`config.mk`:
```
export PLATFORM = sky130hd
export DESIGN_NAME = typed_binary_alu_top
export DESIGN_NICKNAME = d
export VERILOG_FILES = /design/src/rtl/tba_pkg.sv /design/src/rtl/typed_binary_alu_top.sv /design/src/rtl/tba_front.sv /design/src/rtl/tba_cmd_fifo.sv /design/src/rtl/tba_back.sv
export SDC_FILE = /design/constraint.sdc
export NUM_CORES = 2
export LEC_CHECK = 0
export ABC_AREA = 1
export BUFFER_PORTS_ARGS = -buffer_cell sky130_fd_sc_hd__buf_4
export CORE_MARGIN = 4
export CORE_UTILIZATION = 59
export CTS_CLUSTER_DIAMETER = 120
export DETAILED_ROUTE_END_ITERATION = 6
export PLACE_DENSITY = 0.76
export SYNTH_ARGS = -nofsm -noshare
export SYNTH_HDL_FRONTEND = slang
export SYNTH_HIERARCHICAL = 1
export SYNTH_SLANG_ARGS = --single-unit
```
`constraint.sdc`:
```
create_clock -name clk -period 17 [get_ports clk]
set_input_delay 2.55 -clock clk [delete_from_list [all_inputs] [get_ports clk]]
set_output_delay 2.55 -clock clk [all_outputs]
set_load 0.02 [all_outputs]
```
`src/rtl/tba_pkg.sv`:
```
// ----------------------------------------------------------------------------
// tba_pkg
// Types and constants shared by the typed binary ALU front end, command
// queue and execution back end.
// ----------------------------------------------------------------------------
package tba_pkg;

	typedef enum logic [3:0] {
		OP_ADD = 4'd0,
		OP_MUL = 4'd1,
		OP_DIV = 4'd2,
		OP_SUB = 4'd3,
		OP_XOR = 4'd4,
		OP_MOD = 4'd5,
		OP_EQ  = 4'd6,
		OP_GT  = 4'd7,
		OP_LT  = 4'd8,
		OP_GE  = 4'd9,
		OP_NE  = 4'd10,
		OP_AND = 4'd11,
		OP_LE  = 4'd12,
		OP_OR  = 4'd13
	} op_t;

	typedef enum logic [1:0] {
		TAG_INT  = 2'd0,
		TAG_CHAR = 2'd1,
		TAG_NULL = 2'd2
	} tag_t;

	typedef enum logic [1:0] {
		ST_VALID = 2'd0,
		ST_NULL  = 2'd1,
		ST_ERROR = 2'd2,
		ST_UNSUP = 2'd3
	} status_t;

	// Execution class chosen by the front end
	typedef enum logic [2:0] {
		K_FIXED = 3'd0,
		K_ADD   = 3'd1,
		K_MUL   = 3'd2,
		K_SUB   = 3'd3,
		K_XOR   = 3'd4,
		K_DIV   = 3'd5,
		K_MOD   = 3'd6,
		K_CMP   = 3'd7
	} kind_t;

	localparam int unsigned DATA_W = 32;
	localparam int unsigned DIV_STEPS = DATA_W;
	localparam int unsigned STEP_W = $clog2(DIV_STEPS);

	typedef struct packed {
		logic [3:0]               operation;
		logic [1:0]               left_type;
		logic [1:0]               right_type;
		logic signed [DATA_W-1:0] left_value;
		logic signed [DATA_W-1:0] right_value;
	} in_t;

	typedef struct packed {
		status_t                  status;
		logic signed [DATA_W-1:0] result_value;
	} out_t;

	typedef struct packed {
		kind_t                    kind;
		logic [3:0]               operation;
		status_t                  status;
		logic signed [DATA_W-1:0] a;
		logic signed [DATA_W-1:0] b;
	} cmd_t;

endpackage

```
`src/rtl/typed_binary_alu_top.sv`:
```
// ----------------------------------------------------------------------------
// typed_binary_alu_top
// Typed SQL binary operation unit: a front end that classifies each item by
// its tags, a command queue, and a back end that runs the arithmetic.
//
//   channel   direction  handshake     payload
//   item      in         push / full   tba_pkg::in_t
//   result    out        pop / empty   tba_pkg::out_t
//
// Add, sub, xor, multiply, compare and every null, error or unsupported
// outcome skip the divider: one item per cycle while the result queue has
// room. Div and mod run on a radix-2 sequential divider that hands its
// result to the result queue when done, and later items wait behind it.
// A result reaches the result ports after its item has been written into
// the command queue and then into the result queue.
// arst_n empties both queues and idles the divider; no clearing pass.
// full rises only when the command queue holds QUEUE_DEPTH items; a stalled
// pop backs up through the two-entry result queue into the command queue.
// ----------------------------------------------------------------------------
module typed_binary_alu_top #(
	parameter int unsigned QUEUE_DEPTH = 4
) (
	input  logic          clk,
	input  logic          arst_n,
	input  logic          push,
	output logic          full,
	input  tba_pkg::in_t  item,
	output logic          empty,
	input  logic          pop,
	output tba_pkg::out_t result
);
	import tba_pkg::*;

	cmd_t front_cmd;
	cmd_t head_cmd;
	logic head_empty;
	logic head_pop;

	tba_front u_front (
		.item (item),
		.cmd  (front_cmd)
	);

	tba_cmd_fifo #(
		.DEPTH (QUEUE_DEPTH)
	) u_fifo (
		.clk    (clk),
		.arst_n (arst_n),
		.push   (push),
		.wr_cmd (front_cmd),
		.full   (full),
		.pop    (head_pop),
		.rd_cmd (head_cmd),
		.empty  (head_empty)
	);

	tba_back u_back (
		.clk       (clk),
		.arst_n    (arst_n),
		.cmd       (head_cmd),
		.cmd_empty (head_empty),
		.cmd_pop   (head_pop),
		.result    (result),
		.empty     (empty),
		.pop       (pop)
	);

endmodule

```
`src/rtl/tba_front.sv`:
```
// ----------------------------------------------------------------------------
// tba_front
// Classifies an incoming item by its type tags and operation: settles every
// null, error and unsupported outcome and names the unit that runs the rest.
// ----------------------------------------------------------------------------
module tba_front (
	input  tba_pkg::in_t  item,
	output tba_pkg::cmd_t cmd
);
	import tba_pkg::*;

	logic both_int;
	logic is_arith;
	logic is_logic;

	assign both_int = (item.left_type == TAG_INT) && (item.right_type == TAG_INT);
	assign is_arith = item.operation <= OP_MOD;
	assign is_logic = (item.operation >= OP_EQ) && (item.operation <= OP_OR);

	always_comb begin
		cmd.kind      = K_FIXED;
		cmd.operation = item.operation;
		cmd.status    = ST_VALID;
		cmd.a         = item.left_value;
		cmd.b         = item.right_value;
		if (item.left_type != item.right_type) begin
			cmd.status = ST_ERROR;
		end else if (is_arith) begin
			if (!both_int) begin
				cmd.status = ST_NULL;
			end else begin
				unique case (item.operation)
					OP_ADD: cmd.kind = K_ADD;
					OP_MUL: cmd.kind = K_MUL;
					OP_SUB: cmd.kind = K_SUB;
					OP_XOR: cmd.kind = K_XOR;
					OP_DIV, OP_MOD: begin
						// zero divisor never reaches the divider
						if (item.right_value == '0)
							cmd.status = ST_ERROR;
						else
							cmd.kind = (item.operation == OP_DIV) ? K_DIV : K_MOD;
					end
					default: cmd.status = ST_ERROR;
				endcase
			end
		end else if (is_logic) begin
			if (both_int)
				cmd.kind = K_CMP;
			else if (item.left_type == TAG_CHAR)
				cmd.status = ST_UNSUP;
			else
				cmd.status = ST_NULL;
		end else begin
			cmd.status = ST_ERROR;
		end
	end

endmodule

```
`src/rtl/tba_cmd_fifo.sv`:
```
// ----------------------------------------------------------------------------
// tba_cmd_fifo
// Short command queue between the front end and the back end.
// ----------------------------------------------------------------------------
module tba_cmd_fifo #(
	parameter int unsigned DEPTH = 4
) (
	input  logic          clk,
	input  logic          arst_n,
	input  logic          push,
	input  tba_pkg::cmd_t wr_cmd,
	output logic          full,
	input  logic          pop,
	output tba_pkg::cmd_t rd_cmd,
	output logic          empty
);
	import tba_pkg::*;

	localparam int unsigned PTR_W = $clog2(DEPTH);
	localparam int unsigned CNT_W = $clog2(DEPTH + 1);

	cmd_t             mem_q [DEPTH];
	logic [PTR_W-1:0] wr_ptr_q;
	logic [PTR_W-1:0] rd_ptr_q;
	logic [CNT_W-1:0] count_q;
	logic             do_push;
	logic             do_pop;

	assign full    = count_q == CNT_W'(DEPTH);
	assign empty   = count_q == '0;
	assign do_push = push && !full;
	assign do_pop  = pop && !empty;
	assign rd_cmd  = mem_q[rd_ptr_q];

	always_ff @(posedge clk) begin
		if (do_push)
			mem_q[wr_ptr_q] <= wr_cmd;
	end

	always_ff @(posedge clk or negedge arst_n) begin
		if (!arst_n) begin
			wr_ptr_q <= '0;
			rd_ptr_q <= '0;
			count_q  <= '0;
		end else begin
			if (do_push)
				wr_ptr_q <= (wr_ptr_q == PTR_W'(DEPTH - 1)) ? '0 : wr_ptr_q + 1'b1;
			if (do_pop)
				rd_ptr_q <= (rd_ptr_q == PTR_W'(DEPTH - 1)) ? '0 : rd_ptr_q + 1'b1;
			if (do_push && !do_pop)
				count_q <= count_q + 1'b1;
			else if (do_pop && !do_push)
				count_q <= count_q - 1'b1;
		end
	end

endmodule

```
`src/rtl/tba_back.sv`:
```
// ----------------------------------------------------------------------------
// tba_back
// Executes queued commands: combinational add, sub, xor, multiply and
// compare, a radix-2 sequential divider for div and mod, and a two-entry
// result queue towards the consumer.
// ----------------------------------------------------------------------------
module tba_back (
	input  logic          clk,
	input  logic          arst_n,
	input  tba_pkg::cmd_t cmd,
	input  logic          cmd_empty,
	output logic          cmd_pop,
	output tba_pkg::out_t result,
	output logic          empty,
	input  logic          pop
);
	import tba_pkg::*;

	localparam int unsigned OQ_DEPTH = 2;

	// result queue
	out_t       oq_q [OQ_DEPTH];
	logic       oq_wr_q;
	logic       oq_rd_q;
	logic [1:0] oq_cnt_q;
	logic       oq_push;
	logic       oq_pop;
	logic       oq_space;
	out_t       oq_din;

	// divider
	logic              div_busy_q;
	logic              div_done_q;
	logic              div_mod_q;
	logic              div_qneg_q;
	logic              div_rneg_q;
	logic [STEP_W-1:0] div_step_q;
	logic [DATA_W-1:0] div_dvd_q;
	logic [DATA_W-1:0] div_rem_q;
	logic [DATA_W-1:0] div_dsr_q;
	logic [DATA_W:0]   div_trial;
	logic              div_start;
	logic [DATA_W-1:0] div_quo;
	logic [DATA_W-1:0] div_res;

	logic              head_ok;
	logic              issue_fast;
	logic [DATA_W-1:0] fast_val;
	logic [DATA_W-1:0] prod;
	logic              cmp_bit;

	assign oq_pop   = pop && (oq_cnt_q != '0);
	assign oq_space = (oq_cnt_q != 2'(OQ_DEPTH)) || oq_pop;
	assign empty    = oq_cnt_q == '0;
	assign result   = oq_q[oq_rd_q];

	// the divider holds issue until its result has left for the queue
	assign head_ok    = !cmd_empty && !div_busy_q && !div_done_q;
	assign div_start  = head_ok && ((cmd.kind == K_DIV) || (cmd.kind == K_MOD));
	assign issue_fast = head_ok && !div_start && oq_space;
	assign cmd_pop    = div_start || issue_fast;

	assign prod = DATA_W'(cmd.a * cmd.b);

	always_comb begin
		cmp_bit = 1'b0;
		case (cmd.operation)
			OP_EQ:   cmp_bit = cmd.a == cmd.b;
			OP_GT:   cmp_bit = cmd.a > cmd.b;
			OP_LT:   cmp_bit = cmd.a < cmd.b;
			OP_GE:   cmp_bit = cmd.a >= cmd.b;
			OP_NE:   cmp_bit = cmd.a != cmd.b;
			OP_AND:  cmp_bit = (cmd.a != '0) && (cmd.b != '0);
			OP_LE:   cmp_bit = cmd.a <= cmd.b;
			default: cmp_bit = (cmd.a != '0) || (cmd.b != '0);
		endcase
	end

	always_comb begin
		fast_val = '0;
		unique case (cmd.kind)
			K_ADD:   fast_val = cmd.a + cmd.b;
			K_MUL:   fast_val = prod;
			K_SUB:   fast_val = cmd.a - cmd.b;
			K_XOR:   fast_val = cmd.a ^ cmd.b;
			K_CMP:   fast_val = {{(DATA_W-1){1'b0}}, cmp_bit};
			default: fast_val = '0;
		endcase
	end

	assign div_quo = div_qneg_q ? (~div_dvd_q + 1'b1) : div_dvd_q;
	assign div_res = div_mod_q ? (div_rneg_q ? (~div_rem_q + 1'b1) : div_rem_q) : div_quo;

	always_comb begin
		if (div_done_q) begin
			oq_push             = oq_space;
			oq_din.status       = ST_VALID;
			oq_din.result_value = div_res;
		end else begin
			oq_push             = issue_fast;
			oq_din.status       = cmd.status;
			oq_din.result_value = fast_val;
		end
	end

	assign div_trial = {div_rem_q, div_dvd_q[DATA_W-1]} - {1'b0, div_dsr_q};

	// divider datapath
	always_ff @(posedge clk) begin
		if (div_start) begin
			div_mod_q  <= cmd.kind == K_MOD;
			div_qneg_q <= cmd.a[DATA_W-1] ^ cmd.b[DATA_W-1];
			div_rneg_q <= cmd.a[DATA_W-1];
			div_dvd_q  <= cmd.a[DATA_W-1] ? (~cmd.a + 1'b1) : cmd.a;
			div_dsr_q  <= cmd.b[DATA_W-1] ? (~cmd.b + 1'b1) : cmd.b;
			div_rem_q  <= '0;
		end else if (div_busy_q) begin
			if (!div_trial[DATA_W]) begin
				div_rem_q <= div_trial[DATA_W-1:0];
				div_dvd_q <= {div_dvd_q[DATA_W-2:0], 1'b1};
			end else begin
				div_rem_q <= {div_rem_q[DATA_W-2:0], div_dvd_q[DATA_W-1]};
				div_dvd_q <= {div_dvd_q[DATA_W-2:0], 1'b0};
			end
		end
	end

	always_ff @(posedge clk or negedge arst_n) begin
		if (!arst_n) begin
			div_busy_q <= 1'b0;
			div_done_q <= 1'b0;
			div_step_q <= '0;
		end else begin
			if (div_start) begin
				div_busy_q <= 1'b1;
				div_step_q <= STEP_W'(DIV_STEPS - 1);
			end else if (div_busy_q) begin
				div_step_q <= div_step_q - 1'b1;
				if (div_step_q == '0) begin
					div_busy_q <= 1'b0;
					div_done_q <= 1'b1;
				end
			end else if (div_done_q && oq_space) begin
				div_done_q <= 1'b0;
			end
		end
	end

	always_ff @(posedge clk) begin
		if (oq_push)
			oq_q[oq_wr_q] <= oq_din;
	end

	always_ff @(posedge clk or negedge arst_n) begin
		if (!arst_n) begin
			oq_wr_q  <= 1'b0;
			oq_rd_q  <= 1'b0;
			oq_cnt_q <= '0;
		end else begin
			if (oq_push)
				oq_wr_q <= ~oq_wr_q;
			if (oq_pop)
				oq_rd_q <= ~oq_rd_q;
			if (oq_push && !oq_pop)
				oq_cnt_q <= oq_cnt_q + 1'b1;
			else if (oq_pop && !oq_push)
				oq_cnt_q <= oq_cnt_q - 1'b1;
		end
	end

	a_div_exclusive: assert property (@(posedge clk) disable iff (!arst_n)
		!(div_busy_q && div_done_q))
		else $error("divider busy and done together");

	a_oq_bound: assert property (@(posedge clk) disable iff (!arst_n)
		oq_cnt_q <= 2'(OQ_DEPTH))
		else $error("result queue overflow");

	a_div_start: assert property (@(posedge clk) disable iff (!arst_n)
		div_start |=> div_busy_q && (div_step_q == STEP_W'(DIV_STEPS - 1)))
		else $error("divider did not start");

	a_div_finish: assert property (@(posedge clk) disable iff (!arst_n)
		div_busy_q && (div_step_q == '0) |=> div_done_q)
		else $error("divider did not finish");

	a_no_issue_busy: assert property (@(posedge clk) disable iff (!arst_n)
		(div_busy_q || div_done_q) |-> !cmd_pop)
		else $error("command issued while divider owns the back end");

endmodule

```
==> impl_metrics.py <==
metrics = {
    "logic_synthesis": {
        "synth-xor-area-share_pct": 1.97,
        "synth_warnings": 6,
        "mappedNetlistArea_um2": 47600,
        "synthAdderAreaFrac_pct": 24.1,
        "synth_top_family_by_area": "adder cells",
        "synth-main-ff-cell": "edfxtp_1",
        "synth_fp_nets": 6797,
        "synth.area.mux_share_pct": 0,
        "synth_cell_types": 67,
        "ys_seq_elements": 477,
        "synth-compound-area-share_pct": 10.3,
        "synth_top_cell_area_share_pct": 27.0,
        "synth_top_area_cell": "edfxtp_1",
        "synthTopCellsByCount": "nand2_1, inv_1, edfxtp_1",
        "yosysMostFrequentCell": "nand2_1",
        "postSynthCellCount": 6051,
        "ys_seq_area_share_pct": 29.2,
        "yosys.area_share.simple_pct": 20.2,
        "async_flop_share_pct": 3.77,
        "ys_top_cells_by_area": "edfxtp_1, fa_1, nand2_1",
        "avgSynthCellArea_um2": 7.86,
        "synth_edf_count": 427,
    },
    "clocking": {
        "cts_num_sinks": 477,
        "clockRootBuffer": "clkbuf_16",
        "numCtsBuffers": 49,
        "post_cts.repair.setup_buffers": 0,
        "path_clk_slew_ns": 0.07,
        "cts_tree": "built",
        "h-tree-depth": 2,
        "cts.repair.resized": 0,
        "clk_path_buf_depth": 3,
        "cts_hold_buf": 0,
        "clock_latency_ns": 0.62,
    },
    "finish": {
        "insertedDiodeCount": 0,
        "num-nets-final": 6713,
        "drive_gt1_share_pct": 6.06,
        "area_growth_pct": 5.35,
        "fillers": 6892,
    },
    "route": {
        "postRouteAntennaNets": 0,
        "wire_per_inst_um": 20.7,
        "via_per_inst": 5.69,
        "drt-initial-drc-count": 4344,
        "postRouteWirelength_mm": 146,
        "drtPass1Iterations": 6,
        "vias": 40200,
        "route.detailed.drc": 0,
    },
    "sta": {
        "setup_viol": 0,
        "fin_crit_ns": 10.24,
        "setup_slack_ns": 6.76,
        "skew_ns": 0.0380,
        "max_slew_margin_pct": 19.5,
        "max_freq_mhz": 97.7,
        "rsz0062_at_grt": "false",
        "hold_violations": 0,
        "slew_viol_final": 0,
        "worst_pin_slew_ns": 1.20,
        "finalSetupTns_ns": 0,
        "fin_crit_sh_pct": 60.2,
    },
    "global_route": {
        "grt_pass1_wl_mm": 224,
        "grt_max_degree": 96,
        "track_usage_pct": 33.8,
        "overflow": 0,
        "grt_pass1_vias": 39500,
        "antenna_found_initial": 2,
    },
    "setup_path": {
        "critical_path.startpoint_type": "register",
        "endpoint_kind": "register",
        "cp.required_ns": 17.34,
        "crit_buf_inv": 5,
        "cp_top_family": "adder cells",
        "cp_max_fo": 95,
        "cpMostUsedCell": "fa_1",
        "arrival_ns": 10.58,
        "cp_slowest_cell": "dfrtp_4",
        "crit_path_max_incr_delay_ns": 0.91,
        "critPathKind": "register to register",
    },
    "floorplan": {
        "placementRows": 103,
        "core_area_um2": 79500,
        "die_area_um2": 85200,
        "start_util_pct": 59.8,
        "die_x_um": 292,
        "io_pins": 112,
        "die_h_um": 292,
    },
    "place": {
        "place_hpwl_mm": 106,
        "io_buffers": 111,
        "gp_congestion": 1.01,
        "dpl_worst_slack_ns": 6.98,
    },
    "flow_run": {
        "maxCapViolCount": 0,
    },
    "hold_path": {
        "hp-class": "register to register",
    },
    "outcome": {
        "status": "finished clean",
    },
}
[cell type report]
| class | instances | area [um^2] | area share (%) |
|---|---|---|---|
| tap | 1050 | 1310 | 2.62 |
| sequential | 477 | 13900 | 27.8 |
| clock inverter | 29 | 292 | 0.582 |
| clock buffer | 59 | 1280 | 2.56 |
| multi-input combinational | 3932 | 26900 | 53.8 |
| inverter | 1317 | 4940 | 9.86 |
| timing repair buffer | 190 | 1430 | 2.85 |
[state kept, by name, indices dropped and copies added (netlist names), 2 cells and up]
register / cells
u_fifo/mem_q: 292
u_back/oq_q: 68
u_fifo/wr_ptr_q: 2
u_back/div_rem_q: 32
u_fifo/count_q: 3
u_back/div_step_q: 5
u_back/div_dvd_q: 32
u_back/div_dsr_q: 32
u_fifo/rd_ptr_q: 2
u_back/oq_cnt_q: 2
[cells by family (layout without fill, tap and decap cells)]
family / count (synthesis) / after routing
AO/OA/AOI/OAI: 804 / 804
AND/OR/NAND/NOR: 2351 / 2351
buffers and inverters: 1642 / 1595
adder cells (fa/ha/maj): 670 / 670
XOR/XNOR: 107 / 107
flip-flops: 477 / 477
[worst reg2reg max path, delay by kind of cell (launching register included)]
kind | cells | cell delay, ns
AOI/OAI and AO/OA | 4 | 0.58
adders and majority gates | 9 | 4.43
buffers and inverters | 5 | 1.65
DFF | 1 | 0.91
and+or+nand+nor | 11 | 2.38
[stage by stage]
stage	instance area (um^2)	instances	hold WS, ns	utilization, %
after floorplan	47600	6051	0.449	-
after global placement	48500	6966	0.465	61.1
after detailed placement	48500	6966	0.472	61.1
after CTS	50100	7054	0.480	63.0
after global routing	50100	7054	0.506	63.0
final	50100	7054	0.485	63.0
[cells in the final DEF, fill, tap and decap left out, types with 11 or more instances in the layout]
cell type / synthesis / final
dfxtp_1: 32 / 32
inv_1: 1306 / 1306
edfxtp_1: 427 / 427
a21o_1: 23 / 23
o21ai_1: 26 / 26
ha_1: 258 / 258
xnor2_1: 31 / 31
nand4_1: 39 / 39
nor2_1: 294 / 286
o31ai_1: 11 / 11
or2_2: 20 / 20
o211ai_1: 147 / 147
clkinv_1: 4 / 14
dfrtp_1: 18 / 16
xor2_1: 76 / 76
clkbuf_16: 0 / 49
o21ai_0: 238 / 238
nor2_2: 10 / 13
o21bai_1: 24 / 24
nand3_1: 217 / 217
nor3_1: 55 / 55
fa_1: 412 / 412
nor3_2: 12 / 11
buf_4: 72 / 190
a21oi_1: 247 / 247
nand2_1: 1656 / 1655
nor4_1: 18 / 18
[metal layers]
layer	GRT usage, %	wire length [um]
met1	45.7	56700
met2	52.8	64700
met3	7.47	16700
met4	14.7	7580
met5	0	14
[path summary, 6_finish.rpt]
path                            depth (start not counted)                 from  slack [ns]                  end
worst max register to register                         29   u_fifo/rd_ptr_q[0]        6.76   u_back/oq_q[1][30]
max in group asynchronous                               1               arst_n       14.98   u_fifo/rd_ptr_q[0]
worst max-delay path                                   29   u_fifo/rd_ptr_q[0]        6.76   u_back/oq_q[1][30]
min in group asynchronous                               1               arst_n        1.79   u_back/oq_cnt_q[1]
worst min-delay path                                    2  u_back/div_rem_q[3]        0.49  u_back/div_rem_q[3]
worst min register to register                          2  u_back/div_rem_q[3]        0.49  u_back/div_rem_q[3]
Power is left out: the tool's default activity adds up to more than one toggle a clock period on the data nets, which glitch-free logic cannot reach.
